### config.mk
export PLATFORM = sky130hd
export DESIGN_NAME = fraction_product_reducer
export DESIGN_NICKNAME = d
export VERILOG_FILES = /design/src/fpr_pkg.sv /design/src/fpr_ctrl.sv /design/src/fpr_dp.sv /design/src/fraction_product_reducer.sv
export VERILOG_INCLUDE_DIRS = /design/src /design/src/src
export SDC_FILE = /design/constraint.sdc
export NUM_CORES = 2
export LEC_CHECK = 0
export BUFFER_PORTS_ARGS = -buffer_cell sky130_fd_sc_hd__buf_2
export CAP_MARGIN = 20
export CORE_MARGIN = 5
export CORE_UTILIZATION = 70
export CTS_BUF_LIST = sky130_fd_sc_hd__clkbuf_16
export CTS_CLUSTER_DIAMETER = 200
export CTS_CLUSTER_SIZE = 28
export DETAILED_ROUTE_END_ITERATION = 8
export GPL_ROUTABILITY_DRIVEN = 1
export PLACE_DENSITY = 0.95
export SLEW_MARGIN = 20
export SYNTH_ARGS = -nofsm -noshare
export SYNTH_HDL_FRONTEND = slang
export SYNTH_SLANG_ARGS = --single-unit
### constraint.sdc
create_clock -name clk -period 9.6 [get_ports clk]
set_clock_uncertainty 0.05 [all_clocks]
set_input_delay 1.92 -clock clk [delete_from_list [all_inputs] [get_ports clk]]
set_output_delay 1.92 -clock clk [all_outputs]
set_load 0.05 [all_outputs]
### src/fraction_product_reducer_defines.svh
// Assertion macros for the fraction product reducer.
// Each check is sampled on the rising edge of clk and is switched off while rst is high.
// Defining NO_ASSERTIONS turns every check into an empty line.
`ifndef FRACTION_PRODUCT_REDUCER_DEFINES_SVH
`define FRACTION_PRODUCT_REDUCER_DEFINES_SVH

`ifndef NO_ASSERTIONS

// Checks cons in the same cycle that ante holds.
`define FPR_ASSERT_IMP(label, ante, cons) \
  label: assert property (@(posedge clk) disable iff (rst) (ante) |-> (cons)) \
    else $error("fpr: assertion failed");

// Checks cons in the cycle after ante holds.
`define FPR_ASSERT_NXT(label, ante, cons) \
  label: assert property (@(posedge clk) disable iff (rst) (ante) |=> (cons)) \
    else $error("fpr: assertion failed");

`else

`define FPR_ASSERT_IMP(label, ante, cons)
`define FPR_ASSERT_NXT(label, ante, cons)

`endif

`endif

### src/fpr_pkg.sv
`default_nettype none
package fpr_pkg;

  localparam int FACTOR_WIDTH = 16;
  localparam int ACC_WIDTH    = 32;

  // magnitude cap of the exact product
  localparam logic [63:0] CAP64 = 64'h7FFF_FFFF_FFFF_FFFF;

  typedef enum logic [1:0] {
    ERR_NONE = 2'd0,
    ERR_OVF  = 2'd1,
    ERR_ZERO = 2'd2
  } err_t;

  typedef enum logic [2:0] {
    ST_IDLE,
    ST_MUL,
    ST_PREP,
    ST_GCD,
    ST_DIV,
    ST_COMMIT
  } state_t;

  typedef struct packed {
    logic load;
    logic mul_step;
    logic gcd_load;
    logic gcd_step;
    logic div_step;
    logic commit;
  } cmd_t;

  typedef struct packed {
    logic mul_last;
    logic zero_num;
    logic gcd_done;
    logic div_last;
    logic last;
    logic out_busy;
  } sts_t;

endpackage
`default_nettype wire

### src/fpr_ctrl.sv
`default_nettype none
module fpr_ctrl (
  input  wire            clk,
  input  wire            rst,
  input  wire            in_valid,
  output logic           in_ready,
  input  fpr_pkg::sts_t  sts,
  output fpr_pkg::cmd_t  cmd
);

  fpr_pkg::state_t state, state_next;

  always_ff @(posedge clk) begin
    if (rst) begin
      state <= fpr_pkg::ST_IDLE;
    end else begin
      state <= state_next;
    end
  end

  always_comb begin
    state_next = state;
    case (state)
      fpr_pkg::ST_IDLE: begin
        if (in_valid) state_next = fpr_pkg::ST_MUL;
      end
      fpr_pkg::ST_MUL: begin
        if (sts.mul_last) state_next = fpr_pkg::ST_PREP;
      end
      fpr_pkg::ST_PREP: begin
        state_next = sts.zero_num ? fpr_pkg::ST_COMMIT : fpr_pkg::ST_GCD;
      end
      fpr_pkg::ST_GCD: begin
        if (sts.gcd_done) state_next = fpr_pkg::ST_DIV;
      end
      fpr_pkg::ST_DIV: begin
        if (sts.div_last) state_next = fpr_pkg::ST_COMMIT;
      end
      fpr_pkg::ST_COMMIT: begin
        // a final result waits for a free output register
        if (!sts.last || !sts.out_busy) state_next = fpr_pkg::ST_IDLE;
      end
      default: begin
        state_next = fpr_pkg::ST_IDLE;
      end
    endcase
  end

  always_comb begin
    cmd      = '0;
    in_ready = 1'b0;
    case (state)
      fpr_pkg::ST_IDLE: begin
        in_ready = 1'b1;
        cmd.load = in_valid;
      end
      fpr_pkg::ST_MUL: begin
        cmd.mul_step = 1'b1;
      end
      fpr_pkg::ST_PREP: begin
        cmd.gcd_load = 1'b1;
      end
      fpr_pkg::ST_GCD: begin
        cmd.gcd_step = !sts.gcd_done;
      end
      fpr_pkg::ST_DIV: begin
        cmd.div_step = 1'b1;
      end
      fpr_pkg::ST_COMMIT: begin
        cmd.commit = !sts.last || !sts.out_busy;
      end
      default: begin
        cmd = '0;
      end
    endcase
  end

endmodule
`default_nettype wire

### src/fpr_dp.sv
`default_nettype none
`include "fraction_product_reducer_defines.svh"
module fpr_dp #(
  parameter int FACTOR_WIDTH = fpr_pkg::FACTOR_WIDTH,
  parameter int ACC_WIDTH    = fpr_pkg::ACC_WIDTH
) (
  input  wire                     clk,
  input  wire                     rst,
  input  fpr_pkg::cmd_t           cmd,
  output fpr_pkg::sts_t           sts,
  input  wire  [FACTOR_WIDTH-1:0] in_num,
  input  wire  [FACTOR_WIDTH-1:0] in_den,
  input  wire                     in_last,
  output logic                    out_valid,
  input  wire                     out_ready,
  output logic [ACC_WIDTH-1:0]    out_num,
  output logic [ACC_WIDTH-1:0]    out_den,
  output logic [1:0]              out_status
);

  localparam int PW = ACC_WIDTH + FACTOR_WIDTH;   // exact product width
  localparam int GW = (PW > 63) ? 63 : PW;        // width after the 2^63-1 cap
  localparam int XW = (PW > 64) ? PW : 64;
  localparam int EW = (GW > ACC_WIDTH) ? GW : ACC_WIDTH;
  localparam int KW = $clog2(GW);
  localparam int CW = $clog2(GW + 1);

  // running product
  logic [ACC_WIDTH-1:0] acc_num, acc_den;
  logic [1:0]           err;

  // per-word state
  logic [PW-1:0]           mcn, mcd, prn, prd;
  logic [FACTOR_WIDTH-1:0] mpn, mpd;
  logic                    sgn_n, sgn_d, zden, znum, lastf, ovf;
  logic [CW-1:0]           cnt;

  logic [GW-1:0] ga, gb, g;
  logic [KW-1:0] gk;
  logic          gdone;

  logic [GW-1:0] qn, qd;
  logic [GW:0]   rn, rd;

  // magnitudes of the operands
  logic                    an_neg, ad_neg, fn_neg, fd_neg;
  logic [ACC_WIDTH-1:0]    anm, adm;
  logic [FACTOR_WIDTH-1:0] fnm, fdm;

  assign an_neg = acc_num[ACC_WIDTH-1];
  assign ad_neg = acc_den[ACC_WIDTH-1];
  assign fn_neg = in_num[FACTOR_WIDTH-1];
  assign fd_neg = in_den[FACTOR_WIDTH-1];
  assign anm    = an_neg ? (~acc_num + 1'b1) : acc_num;
  assign adm    = ad_neg ? (~acc_den + 1'b1) : acc_den;
  assign fnm    = fn_neg ? (~in_num + 1'b1) : in_num;
  assign fdm    = fd_neg ? (~in_den + 1'b1) : in_den;

  // product cap
  logic          cap_n, cap_d;
  logic [GW-1:0] cpn, cpd;

  assign cap_n = XW'(prn) > XW'(fpr_pkg::CAP64);
  assign cap_d = XW'(prd) > XW'(fpr_pkg::CAP64);
  assign cpn   = cap_n ? GW'(fpr_pkg::CAP64) : GW'(prn);
  assign cpd   = cap_d ? GW'(fpr_pkg::CAP64) : GW'(prd);

  // one restoring division step, returns {remainder, quotient}
  function automatic logic [2*GW:0] div_bit(logic [GW:0] r, logic [GW-1:0] q,
                                            logic [GW-1:0] d);
    logic [GW:0] rs;
    rs = {r[GW-1:0], q[GW-1]};
    if (rs >= {1'b0, d}) begin
      div_bit = {rs - {1'b0, d}, q[GW-2:0], 1'b1};
    end else begin
      div_bit = {rs, q[GW-2:0], 1'b0};
    end
  endfunction

  // saturate a magnitude to the accumulator range and apply the sign
  function automatic logic [ACC_WIDTH:0] encode(logic [GW-1:0] mag, logic neg);
    logic [ACC_WIDTH-1:0] lim, m;
    logic                 sat;
    lim = {1'b0, {(ACC_WIDTH-1){1'b1}}};
    sat = EW'(mag) > EW'(lim);
    m   = sat ? lim : ACC_WIDTH'(mag);
    encode = {sat, neg ? (~m + 1'b1) : m};
  endfunction

  logic [2*GW:0]    dvn, dvd;
  logic [ACC_WIDTH:0] enc_n, enc_d;

  assign dvn   = div_bit(rn, qn, g);
  assign dvd   = div_bit(rd, qd, g);
  assign enc_n = encode(qn, sgn_n);
  assign enc_d = encode(qd, sgn_d);

  logic [ACC_WIDTH-1:0] new_num, new_den;
  logic                 ovf_all;
  logic [1:0]           err_next;

  always_comb begin
    if (znum) begin
      new_num = '0;
      new_den = '1;
      ovf_all = ovf;
    end else begin
      new_num = enc_n[ACC_WIDTH-1:0];
      new_den = enc_d[ACC_WIDTH-1:0];
      ovf_all = ovf | enc_n[ACC_WIDTH] | enc_d[ACC_WIDTH];
    end
    if (zden || err == fpr_pkg::ERR_ZERO) begin
      err_next = fpr_pkg::ERR_ZERO;
    end else if (ovf_all) begin
      err_next = fpr_pkg::ERR_OVF;
    end else begin
      err_next = err;
    end
  end

  // running product and status
  always_ff @(posedge clk) begin
    if (rst) begin
      acc_num <= ACC_WIDTH'(1);
      acc_den <= ACC_WIDTH'(1);
      err     <= fpr_pkg::ERR_NONE;
    end else if (cmd.commit) begin
      if (lastf) begin
        acc_num <= ACC_WIDTH'(1);
        acc_den <= ACC_WIDTH'(1);
        err     <= fpr_pkg::ERR_NONE;
      end else begin
        acc_num <= new_num;
        acc_den <= new_den;
        err     <= err_next;
      end
    end
  end

  // shift-add multipliers, counter, divider and gcd registers
  always_ff @(posedge clk) begin
    if (cmd.load) begin
      mcn   <= PW'(anm);
      mcd   <= PW'(adm);
      mpn   <= fnm;
      mpd   <= fdm;
      prn   <= '0;
      prd   <= '0;
      sgn_n <= an_neg ^ fn_neg;
      sgn_d <= ad_neg ^ fd_neg;
      zden  <= (fdm == '0);
      znum  <= (anm == '0) || (fnm == '0);
      lastf <= in_last;
      ovf   <= 1'b0;
      cnt   <= '0;
    end
    if (cmd.mul_step) begin
      if (mpn[0]) prn <= prn + mcn;
      if (mpd[0]) prd <= prd + mcd;
      mcn <= mcn << 1;
      mcd <= mcd << 1;
      mpn <= mpn >> 1;
      mpd <= mpd >> 1;
      cnt <= cnt + 1'b1;
    end
    if (cmd.gcd_load) begin
      ga  <= cpn;
      gb  <= cpd;
      gk  <= '0;
      qn  <= cpn;
      qd  <= cpd;
      rn  <= '0;
      rd  <= '0;
      ovf <= cap_n | cap_d;
      cnt <= '0;
    end
    if (cmd.gcd_step) begin
      if (ga == '0) begin
        g <= gb << gk;
      end else if (gb == '0) begin
        g <= ga << gk;
      end else if (!ga[0] && !gb[0]) begin
        ga <= ga >> 1;
        gb <= gb >> 1;
        gk <= gk + 1'b1;
      end else if (!ga[0]) begin
        ga <= ga >> 1;
      end else if (!gb[0]) begin
        gb <= gb >> 1;
      end else if (ga >= gb) begin
        ga <= ga - gb;
      end else begin
        gb <= gb - ga;
      end
    end
    if (cmd.div_step) begin
      {rn, qn} <= dvn;
      {rd, qd} <= dvd;
      cnt      <= cnt + 1'b1;
    end
  end

  always_ff @(posedge clk) begin
    if (rst) begin
      gdone <= 1'b0;
    end else if (cmd.gcd_load) begin
      gdone <= 1'b0;
    end else if (cmd.gcd_step && (ga == '0 || gb == '0)) begin
      gdone <= 1'b1;
    end
  end

  // output word register
  always_ff @(posedge clk) begin
    if (rst) begin
      out_valid <= 1'b0;
    end else if (cmd.commit && lastf) begin
      out_valid <= 1'b1;
    end else if (out_ready) begin
      out_valid <= 1'b0;
    end
  end

  always_ff @(posedge clk) begin
    if (cmd.commit && lastf) begin
      out_num    <= new_num;
      out_den    <= new_den;
      out_status <= err_next;
    end
  end

  assign sts.mul_last = (cnt == CW'(FACTOR_WIDTH - 1));
  assign sts.zero_num = znum;
  assign sts.gcd_done = gdone;
  assign sts.div_last = (cnt == CW'(GW - 1));
  assign sts.last     = lastf;
  assign sts.out_busy = out_valid && !out_ready;

  `FPR_ASSERT_IMP(a_no_overwrite, cmd.commit && lastf, !(out_valid && !out_ready))
  `FPR_ASSERT_IMP(a_gcd_operand, cmd.gcd_step, ga != '0 || gb != '0)
  `FPR_ASSERT_IMP(a_divisor_nonzero, cmd.div_step, g != '0)
  `FPR_ASSERT_NXT(a_restart, cmd.commit && lastf,
                  acc_num == ACC_WIDTH'(1) && acc_den == ACC_WIDTH'(1) &&
                  err == fpr_pkg::ERR_NONE)

endmodule
`default_nettype wire

### src/fraction_product_reducer.sv
// Fraction product reducer: multiplies a run of signed fractions into a
// running product that starts at 1/1 and keeps it reduced by the gcd.
// Input stream s_axis: one word per fraction, numerator in the low half of
// tdata and denominator above it; tlast marks the final fraction of a run.
// Output stream m_axis: one word per run, reduced numerator and denominator
// in tdata and the status code in tuser (0 ok, 1 overflow saturated, 2 zero
// denominator seen). After the final word the product returns to 1/1.
// Each word passes through an accept state, a shift-add multiply, a cap
// step, a binary gcd of one shift or subtract per cycle plus a hand-over
// step (data dependent), a restoring division of both product magnitudes
// by the gcd and a commit state. A word whose product numerator is zero
// skips the gcd and the division.
// s_axis_tready is high only while the block is idle, one word at a time.
// The result sits in an output register, so a stalled receiver does not
// hold up the next run until that run's final word needs the register.
// Reset (rst, synchronous) returns the product to 1/1, clears the status
// and drops any pending output word.
`default_nettype none
module fraction_product_reducer #(
  parameter int FACTOR_WIDTH = fpr_pkg::FACTOR_WIDTH,
  parameter int ACC_WIDTH    = fpr_pkg::ACC_WIDTH,
  localparam int IN_TW       = ((2 * FACTOR_WIDTH + 7) / 8) * 8,
  localparam int OUT_TW      = ((2 * ACC_WIDTH + 7) / 8) * 8
) (
  input  wire               clk,
  input  wire               rst,
  input  wire               s_axis_tvalid,
  output logic              s_axis_tready,
  input  wire  [IN_TW-1:0]  s_axis_tdata,  // factor_numerator, factor_denominator
  input  wire               s_axis_tlast,
  output logic              m_axis_tvalid,
  input  wire               m_axis_tready,
  output logic [OUT_TW-1:0] m_axis_tdata,  // product_num_out, product_den_out
  output logic [1:0]        m_axis_tuser   // status
);

  fpr_pkg::cmd_t cmd;
  fpr_pkg::sts_t sts;

  logic [ACC_WIDTH-1:0] out_num, out_den;

  fpr_ctrl u_ctrl (
    .clk      (clk),
    .rst      (rst),
    .in_valid (s_axis_tvalid),
    .in_ready (s_axis_tready),
    .sts      (sts),
    .cmd      (cmd)
  );

  fpr_dp #(
    .FACTOR_WIDTH (FACTOR_WIDTH),
    .ACC_WIDTH    (ACC_WIDTH)
  ) u_dp (
    .clk        (clk),
    .rst        (rst),
    .cmd        (cmd),
    .sts        (sts),
    .in_num     (s_axis_tdata[FACTOR_WIDTH-1:0]),
    .in_den     (s_axis_tdata[2*FACTOR_WIDTH-1:FACTOR_WIDTH]),
    .in_last    (s_axis_tlast),
    .out_valid  (m_axis_tvalid),
    .out_ready  (m_axis_tready),
    .out_num    (out_num),
    .out_den    (out_den),
    .out_status (m_axis_tuser)
  );

  assign m_axis_tdata = OUT_TW'({out_den, out_num});

endmodule
`default_nettype wire

# After elaboration in Yosys (flattened, before gate mapping)
# Cells that the tools add are included.
[op_classes] n_addsub=14 multipliers=0 n_div=0 order_cmp=5 eq_ne=13 shift=2 mux=82 bitwise_logic=9 reduce_logical=28
[ops] cell="$mux W48" count=35
[ops] cell="$mux W32" count=10
[ops] cell="$mux W96" count=2
[ops] cell="$sub A48 B48 Y48" count=4
[ops] cell="$add A32 B1 Y32 const B" count=4
[ops] cell="$not A32 Y32" count=4
[ops] cell="$ge A49 B48 Y1" count=2
[ops] cell="$add A48 B48 Y48" count=2
[ops] cell="$gt A48 B31 Y1 const B" count=2
[ops] cell="$logic_not A48 Y1" count=2
[ops] cell="$shl A48 B6 Y48" count=2
[ops] cell="$mux W15" count=4
[ops] cell="$mux W6" count=9
[ops] cell="$ge A48 B48 Y1" count=1
[ops] cell="$add A16 B1 Y16 const B" count=2
[ops] cell="$logic_not A16 Y1" count=2
[ops] cell="$logic_not A32 Y1" count=1
[ops] cell="$mux W16" count=2
[ops] cell="$not A16 Y16" count=2
[ops] cell="$mux W3" count=6
[ops] cell="$pmux W3 S6" count=1
[ops] cell="$add A6 B1 Y6 const B" count=2
[ops] cell="$mux W1" count=10
[ops] cell="$reduce_bool A2 Y1" count=4
[ops] cell="19 further kinds" count=38
[totals] regBits=714 latchBits=0 mem_bits_rw=0 rom_bits=0 inputBits=37 word_cells=186 mem_count=0

# Depth between registers and ports, before layout
[depth] ltp_word=10 mapped_depth=18 ltp_nobuf=15

# Hierarchy
# Synthesis repeated with hierarchy kept, for this count alone.
[hier_totals] cells_unflattened=5725 area_unflattened_um2=51106.5
[modules_own_cells] module="fpr_dp" instances=1 cells_per_inst=5698 area_each_um2=50876.3 seq_area_each_um2=18647.9
[modules_own_cells] module="fpr_ctrl" instances=1 cells_per_inst=27 area_each_um2=230.2 seq_area_each_um2=60.1

# Worst setup path before layout
# Ideal clock, no wire load.
[synth_timing] kind="reg2reg" from="register u_ctrl.state[0]" to="register u_dp.qd[0] (enable)" setup_ns=1.529 arrival_time_ns=4.528 t_required_ns=8.021 setup_slack_ns=3.493 path_stages_with_launch=7 period_less_slack_ns=6.107 cell_sequence="dfxtp_1 clkbuf_1 nor2_1 nand2_1 clkbuf_1 clkbuf_1 nand2_1"
[synth_between] elab_chain_len=3 word_cells_on_any_way=5 classes_between="eq/ne: 2; mux: 2; reduce/logical: 1"
[synth_rtl] element="start: declaration" line_no="fpr_ctrl.sv:11" source="fpr_pkg::state_t state, state_next;"
[synth_rtl] element="start signal: assignment" line_no="fpr_ctrl.sv:15" source="state <= fpr_pkg::ST_IDLE;"
[synth_rtl] element="start signal: assignment" line_no="fpr_ctrl.sv:17" source="state <= state_next;"
[synth_rtl] element="$eq A3 B3 Y1 / $eq A3 B2 Y1 (equally long branches)" line_no="fpr_ctrl.sv:52" source="case (state)"
[synth_rtl] element="$mux W1" line_no="fpr_ctrl.sv:52"
[synth_rtl] element="$reduce_bool A2 Y1 (no line) (*)"
[synth_rtl] element="end signal: assignment" line_no="fpr_dp.sv:171" source="qd <= cpd;"
[synth_rtl] element="end signal: assignment" line_no="fpr_dp.sv:198" source="{rd, qd} <= dvd;"
[synth_rtl] element="end: declaration" line_no="fpr_dp.sv:42" source="logic [GW-1:0] qn, qd;"
# Every way passes the cells marked *; elsewhere a longest branch is shown, timed or not.
# A chain may end at the register's enable or synchronous reset.

# Worst setup path in the final report
[layout_timing] from="register u_dp.ga[0]" to="register u_dp.ga[46]"
[layout_between] elab_chain_len=8 word_cells_on_any_way=12 classes_between="add/sub: 1; order compare: 1; mux: 7; reduce/logical: 3"
[layout_rtl] element="start: declaration" line_no="fpr_dp.sv:38" source="logic [GW-1:0] ga, gb, g;"
[layout_rtl] element="start signal: assignment" line_no="fpr_dp.sv:167" source="ga <= cpn;"
[layout_rtl] element="start signal: assignment" line_no="fpr_dp.sv:183" source="ga <= ga >> 1;"
[layout_rtl] element="start signal: assignment" line_no="fpr_dp.sv:187" source="ga <= ga >> 1;"
[layout_rtl] element="$sub A48 B48 Y48 / $ge A48 B48 Y1 (equally long branches)" line_no="fpr_dp.sv:191, fpr_dp.sv:190"
[layout_rtl] element="$mux W48" line_no="fpr_dp.sv:190" source="end else if (ga >= gb) begin"
[layout_rtl] element="$mux W48" line_no="fpr_dp.sv:188" source="end else if (!gb[0]) begin"
[layout_rtl] element="$mux W48" line_no="fpr_dp.sv:186" source="end else if (!ga[0]) begin"
[layout_rtl] element="$mux W48" line_no="fpr_dp.sv:182" source="end else if (!ga[0] && !gb[0]) begin"
[layout_rtl] element="$mux W48" line_no="fpr_dp.sv:180" source="end else if (gb == '0) begin"
[layout_rtl] element="$mux W48 (*)" line_no="fpr_dp.sv:178" source="if (ga == '0) begin"
[layout_rtl] element="$mux W48 (*)" line_no="fpr_dp.sv:177" source="if (cmd.gcd_step) begin"
# Marks and branches as above.

==> impl_results.md <==
- Final worst path period share: 0.578
- Dpl ws: 4330 ps
- Crit Path Max Fanout: 26
- Crit path DAT: 6110 ps
- Row Count: 98
- Most common cell after layout, fill and taps aside: nand2_1
- Layout Nets: 6191
- Fin area: 0.0525 mm^2
- Die X: about 280 um
- Peak VDD IR: slightly below 0.3 mV
- Clk pin slew, worst setup/hold paths: 120 ps
- Post-DP Area: 0.0516 mm^2
- Synth Area in Adders: 0.0749
- Most frequent cells in the layout: nand2_1, nor2_1, o21ai_0
- Xor/xnor share of the synthesized area: 0.0630
- Worst slew margin: 0.175
- Compound-Gate Fraction of Synth Area: 0.216
- GP Congestion: between 1 and 1.5
- # DRC: 0
- Max Clk Rate: 180 MHz
- Worst Hold Class: flop to flop
- First-pass GRT wire length: 244000 um
- Synth Instances: between 6000 and 7000
- Crit Path Category: flop to flop
- Cts repair resizes: 0
- Detailed placement HPWL: around 120000 um
- Fin crit period: 5550 ps
- Share of cells above drive strength 1: 0.0471
- Post-DRT Antenna Nets: 0
- Core area: around 0.072 mm^2
- Vias in the first global route: 44600
- Buffers on Ports: 104
- Total power: 16.9 mW
- Hold Vio Cnt, Final: 0
- Unrepaired setup endpoints after global routing: no
- Initial antenna violation count: 2
- Initial core utilization: 0.707
- Die area: 0.0780 mm^2
- Clock tree from TritonCTS: built
- Syn Std Cell Area: between 0.05 and 0.06 mm^2
- Static leakage: 21.3 nW
- MaxCap Viol Count: 0
- Drt pass-1 iters: 9
- Worst endpoint required time: 10160 ps
- Final setup margin: 4050 ps
- Internal power: 8.52 mW
- DR vias: around 47000
- I/O pin cnt: 105
- Worst setup startpoint: u_dp.ga[0]$_DFF_P_
- Post-synthesis simple-gate area fraction: 0.182
- Count of hold-fix buffers inserted at cts: 0
- Endpoints failing setup: 0
- Setup bufs post-CTS: 0
- Worst-Skew Late Latency: 670 ps
- Largest family of logic cells by synthesized area: compound AO/OA/AOI/OAI gates
- Ys async rst share: 0
- Net count after synthesis: 6338
- Prevailing post-synth register cell: edfxtp_1
- Post-Route WL: between 150000 and 200000 um
- Final Max Tran Viols: 0
- CTS Sinks: 714
- Final hold slack: 449 ps
- P_sw: 8.38 mW
- CTS Buf Count: 29
- Post-DR wirelength/cell: around 23 um
- Worst hold start: u_dp.gdone$_SDFFE_PP0P_
- Clock Tree Root: clkbuf_16
- Status: finished, final reports clean
- Max Root-Sink Buffers: 3
- Post-synthesis mux area share: 0.0505
- Clock share of power: 0.094
- H-tree depth: 1
- Worst Tran Pin Value: around 1200 ps
- Number of synthesized register bits: 714
- Sequential share of power: 0.323
- Setup TNS: 0 ps
- Syn_area_per_cell: 8.45 um^2
- Gr usage total: 0.383
- Via-to-Cell Ratio: 6.88
- Largest net degree at the start of global routing: 158
- Type of origin of the critical path: flop
- Worst setup EP type: flop
- R2R Setup Slk: 4050 ps
- Combinational share of power: 0.583
- Sequential cell area fraction in the yosys report: 0.369
- Area Overhead vs Synth: 3.48%
- Initial drt markers: roughly 6000
- Synth warn: 0
- GRT overflow: 0
- Cell variety after synth: 97
- Pwr/cell area: roughly 320 mW/mm^2
- EDFF count, synth: ~440
- Die Y: 279 um
- Worst reg2reg startpoint: u_dp.ga[0]$_DFF_P_
- Switching part of the total: 0.496
==> logic make-up (layout without fill, tap and decap cells) <==
kind of cell,after synthesis,in the layout
AND/OR/NAND/NOR,2048,2048
flip-flops,714,714
AO/OA/AOI/OAI,1734,1734
other,0,1
buffers and inverters,588,464
adder cells (fa/ha/maj),300,300
XOR/XNOR,365,365
multiplexers,252,252
==> power by group through the flow <==
stage                     clock, mW  combinational, mW  sequential, mW
after global routing           1.69               10.7            5.50
after detailed placement          0               9.48            5.45
after global placement            0               9.31            5.41
after CTS                      1.58               9.54            5.39
after floorplan                   0               7.17            5.05
final                          1.59               9.86            5.46
==> worst max-delay path, stage by stage, from the launching register on <==
cell      delay, ps
dfxtp_1         670
inv_1           170
ha_1            260
fa_1            390
nor2b_1         180
o21ai_0         120
a21oi_1         200
o21ai_0         220
a211oi_1        350
nor3_1          170
o31ai_2         610
buf_4           320
nand2_1         200
buf_4           310
a21oi_4         860
o22ai_1         220
a21oi_1         190
==> final timing paths <==
path	end	depth (start not counted)
min reg2reg	u_dp.gdone$_SDFFE_PP0P_	2
max	u_dp.ga[46]$_DFF_P_	16
min	u_dp.gdone$_SDFFE_PP0P_	2
max reg2reg	u_dp.ga[46]$_DFF_P_	16
==> sequential cells by signal, indices dropped and copies added, names as in the netlist, 3 cells and up <==
signal        cells
u_dp.qd          48
u_ctrl.state      3
u_dp.out_den     32
u_dp.out_num     32
u_dp.gk           6
u_dp.mpn         16
u_dp.acc_num     32
u_dp.mpd         16
u_dp.cpn         48
u_dp.mcd         48
u_dp.mcn         48
u_dp.ga          48
u_dp.qn          48
u_dp.cnt          6
u_dp.cpd         48
u_dp.rd          48
u_dp.rn          48
u_dp.gb          48
u_dp.acc_den     32
u_dp.g           48
==> cell type report <==
class                      instances  area [um^2]
antenna                            1         2.50
clock buffer                      29          726
clock inverter                    25          111
fill                            5340        19200
inverter                         248          931
multi-input combinational       4699        29800
sequential                       714        18700
tap                              950         1190
timing repair buffer             162         1000
==> per-layer routing <==
layer | GRT usage | routed length, um | up-vias
li1 | - | - | 21300
met1 | 0.497 | 58400 | 21800
met2 | 0.606 | 68700 | 3148
met3 | 0.0676 | 17000 | 673
met4 | 0.227 | 12000 | 2
met5 | 0 | 13 | -
==> metrics by stage <==
| stage | utilization | cells |
|---|---|---|
| after floorplan | - | 6001 |
| after global routing | 0.732 | 6827 |
| after CTS | 0.731 | 6826 |
| final | 0.732 | 6828 |
| after detailed placement | 0.720 | 6772 |
| after global placement | 0.720 | 6772 |
==> cells in the mapped netlist (all sizes together) (21+ instances only) <==
cell	n	area [um^2]
nand2	906	3400
nor2b	52	325
a31oi	44	275
nand2b	69	432
nor2	501	1880
o21a	32	240
mux2i	240	2400
dfxtp	273	5470
or2	21	131
a22o	39	342
o22ai	53	332
nand3	83	415
and3	37	231
edfxtp	441	13200
nor4	49	313
buf	51	229
xor2	191	1670
a21o	204	1530
ha	294	3680
o21bai	47	353
a211oi	57	428
a21oi	457	2290
clkbuf	289	1140
o21ai	469	2350
nor3	96	497
xnor2	174	1520
nand4	66	413
o221ai	34	298
inv	247	927
and2	54	338
o31ai	61	463
a22oi	44	330
or3	44	294
Power figures use the tool's default switching activity.
